<file path="config.mk">
export PLATFORM = sky130hd
export DESIGN_NAME = psd_sqrt
export DESIGN_NICKNAME = d
export VERILOG_FILES = /design/src/rtl/core/psd_pkg.sv /design/src/rtl/core/psd_sqrt.sv
export SDC_FILE = /design/constraint.sdc
export NUM_CORES = 1
export LEC_CHECK = 0
export BUFFER_PORTS_ARGS = -buffer_cell sky130_fd_sc_hd__buf_2
export CORE_MARGIN = 3
export CORE_UTILIZATION = 44
export CTS_BUF_LIST = sky130_fd_sc_hd__clkbuf_2
export CTS_CLUSTER_DIAMETER = 40
export DETAILED_ROUTE_END_ITERATION = 12
export PLACE_DENSITY = 0.67
export SLEW_MARGIN = 20
export SYNTH_ARGS = -nofsm -noshare
export SYNTH_HDL_FRONTEND = slang
export SYNTH_SLANG_ARGS = --single-unit
</file>
<file path="constraint.sdc">
create_clock -name clk -period 8.7 [get_ports clk]
set_input_delay 0.87 -clock clk [delete_from_list [all_inputs] [get_ports clk]]
set_output_delay 0.87 -clock clk [all_outputs]
set_load 0.01 [all_outputs]
</file>
<file path="src/rtl/core/psd_pkg.sv">
// -----------------------------------------------------------------------------
// psd_pkg: shared types and constants
// Region codes, the control word that moves down the pipeline, and the
// fixed widths of the result fields.
// -----------------------------------------------------------------------------
package psd_pkg;

	// Width of the distance result field.
	localparam int DIST_WIDTH = 17;

	// Region in which the projection of the query point falls.
	typedef enum logic [1:0] {
		REG_INTERIOR = 2'd0,
		REG_START    = 2'd1,
		REG_END      = 2'd2,
		REG_DEGEN    = 2'd3
	} region_t;

	// Control word carried alongside the data from the region decision onward.
	typedef struct packed {
		logic    valid;
		region_t region;
	} ctl_t;

endpackage

</file>
<file path="src/rtl/core/psd_sqrt.sv">
// -----------------------------------------------------------------------------
// psd_sqrt: pipelined integer square root
// Digit-by-digit square root, one result bit per stage, rounding down.
// -----------------------------------------------------------------------------
module psd_sqrt #(
	parameter int COORD_WIDTH = 16
) (
	input  logic                   clk,
	input  logic                   arst_n,
	input  logic                   en,
	input  psd_pkg::ctl_t          in_ctl,
	input  logic [2*COORD_WIDTH+2:0] radicand,
	output psd_pkg::ctl_t          out_ctl,
	output logic [COORD_WIDTH+1:0] root
);
	import psd_pkg::*;

	localparam int RB   = COORD_WIDTH + 2;
	localparam int XW   = 2 * RB;
	localparam int REMW = RB + 2;

	ctl_t            ctl_s  [RB+1];
	logic [REMW-1:0] rem_s  [RB+1];
	logic [RB-1:0]   root_s [RB+1];
	logic [XW-1:0]   x_s    [RB+1];

	assign ctl_s[0]  = in_ctl;
	assign rem_s[0]  = '0;
	assign root_s[0] = '0;
	assign x_s[0]    = XW'(radicand);

	for (genvar k = 0; k < RB; k++) begin : g_step
		logic [REMW+1:0] acc;
		logic [REMW+1:0] trial;
		logic            ge;

		// Bring down two bits and try the next root bit.
		always_comb begin
			acc   = {rem_s[k], x_s[k][XW-1:XW-2]};
			trial = (REMW+2)'({root_s[k], 2'b01});
			ge    = acc >= trial;
		end

		always_ff @(posedge clk or negedge arst_n) begin
			if (!arst_n) begin
				ctl_s[k+1] <= '0;
			end else if (en) begin
				ctl_s[k+1] <= ctl_s[k];
			end
		end

		always_ff @(posedge clk) begin
			if (en) begin
				rem_s[k+1]  <= ge ? REMW'(acc - trial) : REMW'(acc);
				root_s[k+1] <= {root_s[k][RB-2:0], ge};
				x_s[k+1]    <= {x_s[k][XW-3:0], 2'b00};
			end
		end
	end

	assign out_ctl = ctl_s[RB];
	assign root    = root_s[RB];

endmodule

</file>
==> key figures, run 1 <==
Run status
  • Outcome: finished, final reports clean

Synthesis
  • Distinct cells, synth: 69
  • Number of storage elements in the synthesis netlist: 842
  • Post-Synthesis Net Count: 3103
  • Share of the yosys chip area belonging to registers: 65.4%
  • Count of mapped cells out of synthesis: 2874
  • Number of synthesized flops with an enable pin: 788
  • Ys Warns: 0
  • Predominant post-synthesis flop cell: edfxtp_1
  • Avg Inst Size Synth: 13.3 um^2
  • FFs w/ async S/R, synth: 6.41%
  • Post-synthesis instance area: 38200 um^2

Critical path
  • Worst setup endpoint: g_step[12].acc[17]$_DFFE_PP_
  • Worst-path cell with the longest stage delay: nor3_4
  • Required time reported for the critical path endpoint: 9.75 ns
  • Worst stage delay on the critical path: 0.87 ns
  • Worst-path maximum fanout: 29
  • Critical path cell sequence: ha_1, o21ai_0, a21oi_1, o21ai_0, o21ai_0, nor3_4, nand3b_1, a211oi_1, xor2_1
  • Critical path's top delay family: compound AO/OA/AOI/OAI gates
  • Critical path endpoint category: flop
  • Number of cells on the worst reg-to-reg path: 9
  • Crit path arrival time: 4.59 ns
  • Capture point of the worst reg-to-reg path: g_step[12].acc[17]$_DFFE_PP_
  • Worst R2R Start: g_step[11].acc[3]$_DFFE_PP_
  • Setup slack of the worst register-to-register path: 5.16 ns
  • Number of gates on the worst path with buffers counted: 9
  • Count of buffering cells on the critical path with inverters included: 0
  • Critical Path Start Type: flop
  • Critical path origin: g_step[11].acc[3]$_DFFE_PP_
  • Kind of critical path: flop to flop
  • Cell mode on critical path: o21ai_0

Clock tree
  • CTS tree: built
  • # H-tree levels: 4
  • Setup Fix Bufs, Post-CTS: 0
  • Later-pin clock latency in the skew report: 1.42 ns
  • Clock-pin transition on the worst setup and hold timing paths: 0.11 ns
  • Root Driver: clkbuf_2
  • Maximum number of buffers from clock root to sink: 3
  • CTS Sinks: 842
  • Clock buffers created by TritonCTS: 213

Timing
  • Final hold vios: 0
  • Worst clock skew: 0.131 ns
  • Transition time of the tightest slew-check pin: 1.08 ns
  • Number of setup violations in the final report: 0
  • Period minus WS final: 3.54 ns
  • Period utilisation layout: 40.7%
  • Worst max-slew margin expressed relative to the limit: 28.1%
  • Peak clock frequency supported by timing: 282 MHz
  • RSZ-0062 raised after global routing: no
  • Final sum of negative setup slack: 0 ns
  • Slew Limit Fails: 0

GRT
  • Number of global-route vias before repair: 22700
  • Overall routing resource usage: 14.7%
  • Number of antenna violations at the first check in global routing: 2
  • Total grt overflow: 0
  • First-pass GRT wire length: 108000 um
  • Largest net degree at the start of global routing: 189

Route
  • Post-DR wirelength/cell: 14.5 um
  • Via density per instance: 5.04
  • Router iterations before antenna repair: 6
  • Post-route DRC: 0
  • Total length of routed wires: 65200 um
  • Antenna Violating Nets Remaining: 0
  • Number of DRC violations after detailed-routing iteration 0: 1399
  • Vias after detailed routing: 22600

Pwr
  • Worst-case vdd ir drop: 0.166 mV
  • Total power after layout: 0.00961 W
  • Power per standard cell area: 225 nW/um^2
  • Leakage component of the power: 16.9 nW

Floorplanning
  • Boundary pin count: 62
  • Row count: 107
  • Die footprint: 90500 um^2
  • Chip Height: 301 um
  • Starting density of the core: 44.6%
  • Core outline area: 85700 um^2
  • Width of the die: 301 um

Min path
  • Worst min path class: primary input to flop

Placed design
  • Port Buf Inserts: 61
  • Detailed-placement wirelength estimate: 42500 um
  • Placer's final routability congestion estimate: 0.880

Cells and area
  • Layout filler cell count: 7552
  • Final cell utilization of the core: 49.8%
  • NumNets Final: 3414
  • Sequential Area: 25000 um^2
  • Layout Area Growth over Synthesis: 11.7%
  • Area used by multi-input combinational logic: 12200 um^2
  • Fraction of layout instances using a drive strength above 1: 15.9%

Job
  • Number of maximum-capacitance constraint violations: 0
==> cell type report <==
type / count / area share (%)
Inverter: 225 / 1.98
Multi-Input combinational cell: 1755 / 28.5
Clock buffer: 319 / 3.74
Timing Repair Buffer: 148 / 2.85
Sequential cell: 842 / 58.6
Tap cell: 1144 / 3.35
Antenna cell: 5 / 0.0293
Clock inverter: 56 / 0.970
==> tightest hold or removal path: cells and delay by family <==
family   cells  cell delay [ns]
buf+inv      2             0.61
mux          1             0.12
==> per-layer routing <==
metal | part of all wire, % | routed length [um] | vias to the layer above | global-route usage [%]
met1 | 43 | 27800 | 10600 | 17.5
met5 | 0 | 0 | - | 0
met2 | 49 | 32200 | 521 | 24.7
met4 | 2.9 | 1920 | 0 | 7.01
met3 | 5.1 | 3320 | 155 | 3.99
li1 | - | - | 11300 | -
==> cell usage in the layout, fill, tap and decap left out, types with 13 or more instances in the layout <==
| cell type | netlist | routed |
|---|---|---|
| dlygate4sd3_1 | 0 | 78 |
| nor2b_1 | 27 | 27 |
| inv_1 | 224 | 224 |
| nand4_1 | 21 | 21 |
| xnor2_1 | 124 | 124 |
| nand3_1 | 40 | 40 |
| nor3_1 | 76 | 75 |
| nand2b_1 | 42 | 42 |
| ha_1 | 188 | 188 |
| dfrtp_1 | 54 | 54 |
| xor2_1 | 104 | 104 |
| o21ai_0 | 126 | 126 |
| clkbuf_2 | 0 | 319 |
| edfxtp_1 | 788 | 788 |
| a211oi_1 | 15 | 15 |
| buf_2 | 1 | 60 |
| clkinv_1 | 1 | 34 |
| a21oi_1 | 189 | 189 |
| a21o_1 | 45 | 45 |
| o31ai_1 | 13 | 13 |
| nor4_1 | 37 | 37 |
| o211ai_1 | 13 | 13 |
| mux2_2 | 93 | 93 |
| or2_2 | 17 | 17 |
| or3_1 | 22 | 21 |
| o21a_1 | 31 | 31 |
| nand2_1 | 173 | 173 |
| nor2_1 | 201 | 201 |
==> cells in the mapped netlist, drive strengths merged, types with 21 or more instances <==
cell | n | area, um^2
edfxtp | 788 | 23700
inv | 224 | 841
nor2 | 201 | 754
a21oi | 189 | 946
ha | 188 | 2350
nand2 | 173 | 649
o21ai | 127 | 636
xnor2 | 124 | 1090
xor2 | 104 | 911
mux2 | 93 | 1050
nor3 | 77 | 390
dfrtp | 54 | 1350
a21o | 45 | 338
nand2b | 42 | 263
clkbuf | 40 | 150
nand3 | 40 | 200
nor4 | 37 | 231
o21a | 31 | 233
nor2b | 27 | 169
or3 | 25 | 171
nand4 | 21 | 131
==> where the power goes <==
group	internal, W	switching, W
sequential	0.00504	0.000285
clock	0.00112	0.00158
combinational	0.000738	0.000839
==> worst min-delay path by stage <==
stage | startpoint | endpoint | slack, ns | cells after the start
floorplan | x_s[356]$_DFFE_PP_ | g_step[10].acc[0]$_DFFE_PP_ | 0.40 | 0
global placement | x_s[381]$_DFFE_PP_ | x_s[347]$_DFFE_PP_ | 0.40 | 0
detailed placement | x_s[321]$_DFFE_PP_ | g_step[11].acc[1]$_DFFE_PP_ | 0.40 | 0
CTS | in_ctl[2] | ctl_s[53]$_DFFE_PN0P_ | 0.007 | 3
global route | in_ctl[1] | ctl_s[52]$_DFFE_PN0P_ | 0.07 | 3
finish | in_ctl[1] | ctl_s[52]$_DFFE_PN0P_ | 0.30 | 3
==> logic make-up (layout without fill, tap and decap cells) <==
| logic type | count (synthesis) | after routing | synth area share (%) |
|---|---|---|---|
| DFF | 842 | 842 | 65.4 |
| buffers and inverters | 277 | 748 | 2.77 |
| xor gates and xnor gates | 228 | 228 | 5.22 |
| other | 1 | 6 | 0.00981 |
| AOI/OAI and AO/OA | 510 | 510 | 8.07 |
| adders and majority gates | 188 | 188 | 6.15 |
| muxes | 103 | 103 | 3.00 |
| and+or+nand+nor | 725 | 725 | 9.34 |
==> registers in the layout (all words and copies together), names as in the netlist <==
signal	cells
out_ctl	3
g_step.acc	345
x_s	272
g_step.trial	153
ctl_s	51
root	18
==> metrics by stage <==
step | hold WS (ns) | worst slack [ns] | std cells | cell area, um^2
after global placement | 0.400 | 5.27 | 4036 | 39900
after global routing | 0.0685 | 4.93 | 4494 | 42700
after detailed placement | 0.405 | 5.21 | 4036 | 39900
after floorplan | 0.400 | 5.69 | 2874 | 38200
after CTS | 0.00749 | 5.07 | 4489 | 42700
final | 0.296 | 5.16 | 4494 | 42700
==> timing repair <==
| item | in CTS | in global routing |
|---|---|---|
| gates resized for setup | 0 | 0 |
| hold buffers | 78 | 0 |
| endpoints found under the hold margin | 188 | 0 |
Note: power is estimated with default switching activity, not from simulation.
==> inputs of run 2 (changes only) <==
--- a/config.mk
+++ b/config.mk
@@ -11,7 +11,7 @@
 export CTS_BUF_LIST = sky130_fd_sc_hd__clkbuf_2
 export CTS_CLUSTER_DIAMETER = 40
 export DETAILED_ROUTE_END_ITERATION = 12
-export PLACE_DENSITY = 0.67
+export PLACE_DENSITY = 0.69
 export SLEW_MARGIN = 20
 export SYNTH_ARGS = -nofsm -noshare
 export SYNTH_HDL_FRONTEND = slang
==> constraint.sdc (replaced) <==
create_clock -name clk -period 3.1 [get_ports clk]
set_input_delay 0.31 -clock clk [delete_from_list [all_inputs] [get_ports clk]]
set_output_delay 0.31 -clock clk [all_outputs]
set_load 0.01 [all_outputs]
==> key figures, run 2 (synthesis results as in run 1) <==
Run status
  • Outcome: finished, final reports clean (unchanged)

Clock tree
  • Root Driver: clkbuf_2 (unchanged)
  • Later-pin clock latency in the skew report: 1.43 ns (was 1.42 ns)
  • Clock-pin transition on the worst setup and hold timing paths: 0.11 ns (about the same)
  • Clock buffers created by TritonCTS: 210 (was 213)
  • CTS Sinks: 842 (unchanged)
  • CTS tree: built (unchanged)
  • Maximum number of buffers from clock root to sink: 3 (unchanged)
  • # H-tree levels: 4 (unchanged)

Pwr
  • Combinational share of power: 17.1% (was 16.4%)
  • Internal power: 0.0197 W (was 0.00690 W)
  • Total power after layout: 0.0273 W (was 0.00961 W)
  • Leakage component of the power: 17.5 nW (was 16.9 nW)
  • Proportion of power drawn by flip-flops and latches: 54.7% (was 55.4%)
  • Switch Pwr: 0.00757 W (was 0.00271 W)
  • Worst-case vdd ir drop: 0.531 mV (was 0.166 mV)
  • Net switching share of the total power: 27.7% (was 28.2%)
  • Clock share of power: 28.1% (was 28.2%)
  • Power per standard cell area: 621 nW/um^2 (was 225 nW/um^2)

Floorplanning
  • Core outline area: 85700 um^2 (unchanged)
  • Chip Height: 301 um (unchanged)
  • Boundary pin count: 62 (unchanged)
  • Width of the die: 301 um (unchanged)
  • Starting density of the core: 44.6% (unchanged)
  • Row count: 107 (unchanged)
  • Die footprint: 90500 um^2 (unchanged)

Cells and area
  • Final Non-Filler Cells: 4602 (was 4494)
  • Most used cells in the layout excluding fill and tap cells: edfxtp_1 (788), clkbuf_2 (306), inv_1 (224) (was edfxtp_1 (788), clkbuf_2 (319), inv_1 (224))
  • NumNets Final: 3524 (was 3414)
  • Max FFs per register: 345 (unchanged)
  • Fraction of layout instances using a drive strength above 1: 17.7% (was 15.9%)
  • Layout Area Growth over Synthesis: 15.0% (was 11.7%)
  • Post-route cell area: 44000 um^2 (was 42700 um^2)
  • Most common cell after layout, fill and taps aside: edfxtp_1 (unchanged)

Critical path
  • Crit path arrival time: 4.15 ns (was 4.59 ns)
  • Critical path endpoint category: flop (unchanged)
  • Cell mode on critical path: o31a_1 (was o21ai_0)
  • Worst-path cell with the longest stage delay: edfxtp_1 (was nor3_4)
  • Required time reported for the critical path endpoint: 4.19 ns (was 9.75 ns)
  • Count of buffering cells on the critical path with inverters included: 1 (was 0)
  • Critical path cell sequence: ha_1, nor2b_1, o31a_1, o31ai_4, a21boi_2, o31a_1, or3b_4, buf_12, mux2_2 (was ha_1, o21ai_0, a21oi_1, o21ai_0, o21ai_0, nor3_4, nand3b_1, a211oi_1, xor2_1)
  • Worst stage delay on the critical path: 0.40 ns (was 0.87 ns)
  • Worst-path maximum fanout: 21 (was 29)
  • Critical path's top delay family: compound AO/OA/AOI/OAI gates (unchanged)
  • Critical Path Start Type: flop (unchanged)
  • Kind of critical path: flop to flop (unchanged)

GRT
  • First-pass GRT wire length: 110000 um (was 108000 um)
  • Global routing usage on met2: 25.4% (was 24.7%)
  • Overall routing resource usage: 14.8% (was 14.7%)
  • Largest net degree at the start of global routing: 114 (was 189)
  • GR Util met3: 3.94% (was 3.99%)
  • Routing usage on met1: 17.6% (was 17.5%)
  • Number of global-route vias before repair: 23100 (was 22700)
  • Total grt overflow: 0 (unchanged)
  • Number of antenna violations at the first check in global routing: 1 (was 2)
  • Peak-usage layer in the global routing report: met2 (unchanged)

Timing
  • Min Hold Slack: 0.309 ns (was 0.296 ns)
  • Final hold vios: 0 (unchanged)
  • Number of setup violations in the final report: 0 (unchanged)
  • Peak clock frequency supported by timing: 327 MHz (was 282 MHz)
  • Period utilisation layout: 98.7% (was 40.7%)
  • Period minus WS final: 3.06 ns (was 3.54 ns)
  • Slew Limit Fails: 0 (unchanged)
  • Final sum of negative setup slack: 0 ns (unchanged)
  • Transition time of the tightest slew-check pin: 0.855 ns (was 1.08 ns)
  • Worst clock skew: 0.158 ns (was 0.131 ns)
  • Worst max-slew margin expressed relative to the limit: 43.0% (was 28.1%)

Placed design
  • Detailed-placement wirelength estimate: 44200 um (was 42500 um)
  • Number of placed instances, taps included: 4101 (was 4036)
  • Port Buf Inserts: 61 (unchanged)
  • Placer's final routability congestion estimate: 0.878 (was 0.880)
  • Post-placement cell area: 40500 um^2 (was 39900 um^2)

Route
  • Post-route DRC: 0 (unchanged)
  • Via density per instance: 5.02 (was 5.04)
  • Total length of routed wires: 66500 um (was 65200 um)
  • Router iterations before antenna repair: 6 (unchanged)
  • Number of DRC violations after detailed-routing iteration 0: 1324 (was 1399)
  • Antenna Violating Nets Remaining: 0 (unchanged)
  • Post-DR wirelength/cell: 14.5 um (about the same)
  • Vias after detailed routing: 23100 (was 22600)

Job
  • Number of maximum-capacitance constraint violations: 0 (unchanged)

Min path
  • Worst min path class: flop to flop (was primary input to flop)
## run 2: area by class of cell
class                           count  area, um^2
Antenna cell                        4        10.0
Clock buffer                      306        1530
Clock inverter                     65         510
Fill cell                        7345       41700
Inverter                          225         845
Multi-Input combinational cell   1755       12300
Sequential cell                   842       25000
Tap cell                         1144        1430
Timing Repair Buffer              261        2360
## run 2: timing repair
item,CTS,global route
hold endpoints to repair,931,0
buffers inserted,0,4
endpoints found under the setup margin,3,45
resized for setup,2,17
pin swaps,0,4
cloned,0,1
hold buffers,121,0
## run 2: worst paths after layout
check,from,end,slack [ns],cells after the start
setup / recovery,g_step[12].acc[2]$_DFFE_PP_,g_step[13].acc[10]$_DFFE_PP_,0.04,9
hold / removal,g_step[11].trial[4]$_DFFE_PP_,g_step[12].trial[5]$_DFFE_PP_,0.31,0
setup reg to reg,g_step[12].acc[2]$_DFFE_PP_,g_step[13].acc[10]$_DFFE_PP_,0.04,9
hold reg to reg,g_step[11].trial[4]$_DFFE_PP_,g_step[12].trial[5]$_DFFE_PP_,0.31,0
max in group asynchronous,arst_n,ctl_s[4]$_DFFE_PN0P_,1.91,6
min in group asynchronous,arst_n,ctl_s[27]$_DFFE_PN0P_,0.57,5
## run 2: power groups by stage
stage | Clock (W) | Sequential (W) | Combinational (W)
6_report | 0.00768 | 0.0149 | 0.00468
5_1_grt | 0.00868 | 0.0151 | 0.00526
4_1_cts | 0.00808 | 0.0150 | 0.00462
3_5_place_dp | 0 | 0.0152 | 0.00446
3_3_place_gp | 0 | 0.0152 | 0.00437
2_1_floorplan | 0 | 0.0149 | 0.00337
## run 2: metrics by stage
stage | util (%) | setup WS, ns
finish | 51.3 | 0.0405
global route | 51.3 | -0.0234
CTS | 51.1 | 0.0121
detailed placement | 47.3 | 0.0577
global placement | 47.3 | 0.0487
floorplan | - | 0.0896
## run 2: routing by layer
metal / part of all wire, % / wire length [um]
met5: 0 / 0
met4: 3.0 / 2010
met3: 5.3 / 3560
met2: 50 / 33100
met1: 42 / 27800
==> inputs of run 3 (changes only) <==
--- a/config.mk
+++ b/config.mk
@@ -7,11 +7,11 @@
 export LEC_CHECK = 0
 export BUFFER_PORTS_ARGS = -buffer_cell sky130_fd_sc_hd__buf_2
 export CORE_MARGIN = 3
-export CORE_UTILIZATION = 44
+export CORE_UTILIZATION = 59
 export CTS_BUF_LIST = sky130_fd_sc_hd__clkbuf_2
 export CTS_CLUSTER_DIAMETER = 40
 export DETAILED_ROUTE_END_ITERATION = 12
-export PLACE_DENSITY = 0.69
+export PLACE_DENSITY = 0.86
 export SLEW_MARGIN = 20
 export SYNTH_ARGS = -nofsm -noshare
 export SYNTH_HDL_FRONTEND = slang
==> key figures, run 3 (synthesis results as in run 1) <==
Min path
  • Worst hold endpoint: x_s[645]$_DFFE_PP_ (was g_step[12].trial[5]$_DFFE_PP_)
  • Worst hold path depth: 3 (was 0)
  • Worst min path class: primary input to flop (was flop to flop)
  • Worst min-delay path startpoint: radicand[31] (was g_step[11].trial[4]$_DFFE_PP_)

Cells and area
  • Layout Area Growth over Synthesis: 12.7% (was 15.0%)
  • Sequential Area: 25000 um^2 (unchanged)
  • Max FFs per register: 345 (unchanged)
  • Most used cells in the layout excluding fill and tap cells: edfxtp_1 (788), clkbuf_2 (282), inv_1 (224) (was edfxtp_1 (788), clkbuf_2 (306), inv_1 (224))
  • NumNets Final: 3489 (was 3524)
  • Layout filler cell count: 4274 (was 7345)
  • Most common cell after layout, fill and taps aside: edfxtp_1 (unchanged)
  • Final cell utilization of the core: 67.8% (was 51.3%)
  • Fraction of layout instances using a drive strength above 1: 16.9% (was 17.7%)
  • Area used by multi-input combinational logic: 12200 um^2 (was 12300 um^2)

Floorplanning
  • Width of the die: 261 um (was 301 um)
  • Chip Height: 261 um (was 301 um)
  • Row count: 92 (was 107)
  • Starting density of the core: 60.2% (was 44.6%)
  • Core outline area: 63500 um^2 (was 85700 um^2)
  • Die footprint: 67900 um^2 (was 90500 um^2)
  • Boundary pin count: 62 (unchanged)

Critical path
  • Critical path endpoint category: flop (unchanged)
  • Kind of critical path: flop to flop (unchanged)
  • Capture point of the worst reg-to-reg path: g_step[13].acc[12]$_DFFE_PP_ (was g_step[13].acc[10]$_DFFE_PP_)
  • Count of buffering cells on the critical path with inverters included: 1 (unchanged)
  • Worst-path cell with the longest stage delay: or3b_2 (was edfxtp_1)
  • Required time reported for the critical path endpoint: 4.22 ns (was 4.19 ns)
  • Critical path cell sequence: ha_1, nor2b_1, o31a_1, o31ai_2, a21boi_1, o31a_1, or3b_2, buf_12, mux2_2 (was ha_1, nor2b_1, o31a_1, o31ai_4, a21boi_2, o31a_1, or3b_4, buf_12, mux2_2)
  • Worst stage delay on the critical path: 0.49 ns (was 0.40 ns)
  • Critical path's top delay family: compound AO/OA/AOI/OAI gates (unchanged)
  • Crit path arrival time: 4.09 ns (was 4.15 ns)
  • Cell mode on critical path: o31a_1 (unchanged)
  • Critical Path Start Type: flop (unchanged)
  • Setup slack of the worst register-to-register path: 0.12 ns (was 0.04 ns)
  • Number of cells on the worst reg-to-reg path: 9 (unchanged)
  • Worst-path maximum fanout: 25 (was 21)
  • Worst R2R Start: g_step[12].acc[2]$_DFFE_PP_ (unchanged)

Route
  • Number of DRC violations after detailed-routing iteration 0: 1874 (was 1324)
  • Post-route DRC: 0 (unchanged)
  • Vias after detailed routing: 24100 (was 23100)
  • Antenna Violating Nets Remaining: 0 (unchanged)
  • Post-DR wirelength/cell: 17.9 um (was 14.5 um)
  • Total length of routed wires: 76100 um (was 66500 um)
  • Via density per instance: 5.67 (was 5.02)
  • Router iterations before antenna repair: 6 (unchanged)

Timing
  • Final hold vios: 0 (unchanged)
  • Period utilisation layout: 96.0% (was 98.7%)
  • Peak clock frequency supported by timing: 336 MHz (was 327 MHz)
  • Slew Limit Fails: 0 (unchanged)
  • Min Hold Slack: 0.183 ns (was 0.309 ns)
  • Worst max-slew margin expressed relative to the limit: 41.7% (was 43.0%)
  • Final sum of negative setup slack: 0 ns (unchanged)
  • Transition time of the tightest slew-check pin: 0.874 ns (was 0.855 ns)
  • Period minus WS final: 2.98 ns (was 3.06 ns)
  • RSZ-0062 raised after global routing: no
  • Worst clock skew: 0.112 ns (was 0.158 ns)
  • Number of setup violations in the final report: 0 (unchanged)

GRT
  • Overall routing resource usage: 22.7% (was 14.8%)
  • Number of global-route vias before repair: 24900 (was 23100)
  • Total grt overflow: 0 (unchanged)
  • First-pass GRT wire length: 123000 um (was 110000 um)
  • Number of antenna violations at the first check in global routing: 3 (was 1)
  • Largest net degree at the start of global routing: 92 (was 114)

Placed design
  • Detailed-placement wirelength estimate: 48800 um (was 44200 um)
  • Port Buf Inserts: 61 (unchanged)
  • Placer's final routability congestion estimate: 0.933 (was 0.878)

Pwr
  • Internal power: 0.0191 W (was 0.0197 W)
  • Combinational share of power: 17.8% (was 17.1%)
  • Switch Pwr: 0.00796 W (was 0.00757 W)
  • Clock share of power: 26.6% (was 28.1%)
  • Worst-case vdd ir drop: 0.544 mV (was 0.531 mV)
  • Leakage component of the power: 17.2 nW (was 17.5 nW)
  • Power per standard cell area: 627 nW/um^2 (was 621 nW/um^2)
  • Net switching share of the total power: 29.4% (was 27.7%)
  • Proportion of power drawn by flip-flops and latches: 55.6% (was 54.7%)

Clock tree
  • Maximum number of buffers from clock root to sink: 3 (unchanged)
  • Root Driver: clkbuf_2 (unchanged)
  • Clock-pin transition on the worst setup and hold timing paths: 0.09 ns (was 0.11 ns)
  • # H-tree levels: 4 (unchanged)
  • CTS Sinks: 842 (unchanged)
  • Later-pin clock latency in the skew report: 1.43 ns (about the same)
  • Setup Fix Bufs, Post-CTS: 0 (unchanged)
  • Clock buffers created by TritonCTS: 199 (was 210)
  • CTS tree: built (unchanged)

Job
  • Number of maximum-capacitance constraint violations: 0 (unchanged)

Run status
  • Outcome: finished, final reports clean (unchanged)
==> run 3: changes by cell type in the layout (fill, tap and decap cells not counted), sizes merged <==
cell,change
clkbuf,-24
buf,-13
dlygate4sd3,-11
bufinv,-6
clkinvlp,-3
inv,+3
clkinv,+1
diode,+1
==> run 3: area by class of cell <==
class / instances / area share (%)
flip-flops and latches: 842 / 58.0
multi-input cells: 1755 / 28.4
repair buffers: 237 / 4.91
clock buffers: 282 / 3.27
well taps: 846 / 2.46
inverters: 225 / 1.96
clock inverters: 60 / 0.914
diodes: 5 / 0.0290
==> run 3: how the worst max path moves through the flow <==
stage                                    to  cells after the start                         from  slack [ns]
2_1_floorplan  g_step[13].acc[12]$_DFFE_PP_                     10  g_step[12].acc[2]$_DFFE_PP_        0.09
3_3_place_gp   g_step[17].acc[21]$_DFFE_PP_                      9  g_step[16].acc[3]$_DFFE_PP_        0.07
3_5_place_dp    g_step[16].acc[9]$_DFFE_PP_                      9  g_step[15].acc[9]$_DFFE_PP_        0.02
4_1_cts         g_step[16].acc[9]$_DFFE_PP_                      9  g_step[15].acc[9]$_DFFE_PP_       0.004
5_1_grt         g_step[9].acc[17]$_DFFE_PP_                      8  g_step[8].acc[12]$_DFFE_PP_       0.005
6_report       g_step[13].acc[12]$_DFFE_PP_                      9  g_step[12].acc[2]$_DFFE_PP_        0.12
==> run 3: repair_timing <==
item | in CTS | in global routing
endpoints found under the hold margin | 931 | 0
hold buffers | 110 | 0
setup endpoints to repair | 1 | 46
gates resized for setup | 1 | 20
cloned | 0 | 1
==> run 3: routing by layer <==
| metal | up-vias | GRT usage, % | wire length (um) |
|---|---|---|---|
| li1 | 11500 | - | - |
| met5 | - | 0 | 0 |
| met3 | 172 | 5.24 | 3980 |
| met1 | 11700 | 26.6 | 30000 |
| met4 | 0 | 8.75 | 2100 |
| met2 | 804 | 40.7 | 40000 |
==> run 3: per-stage QoR <==
step | cell area (um^2) | std cells | worst slack (ns) | total power, W
after floorplan | 38200 | 2874 | 0.0896 | 0.0183
after global placement | 40000 | 3794 | 0.0726 | 0.0195
after detailed placement | 40000 | 3794 | 0.0237 | 0.0198
after CTS | 43000 | 4246 | 0.00423 | 0.0270
after global routing | 43100 | 4251 | 0.00526 | 0.0285
final | 43100 | 4252 | 0.123 | 0.0270
==> run 3: tightest hold or removal path, cell delays in order <==
cell and delay [ns]:
dlygate4sd3_1 0.52, buf_2 0.09, dlygate4sd3_1 0.53
==> run 3: power groups by stage <==
stage / Sequential (W) / Combinational (W) / Clock, W
CTS: 0.0150 / 0.00469 / 0.00730
global route: 0.0152 / 0.00534 / 0.00799
floorplan: 0.0149 / 0.00337 / 0
global placement: 0.0152 / 0.00431 / 0
finish: 0.0150 / 0.00482 / 0.00718
detailed placement: 0.0152 / 0.00454 / 0
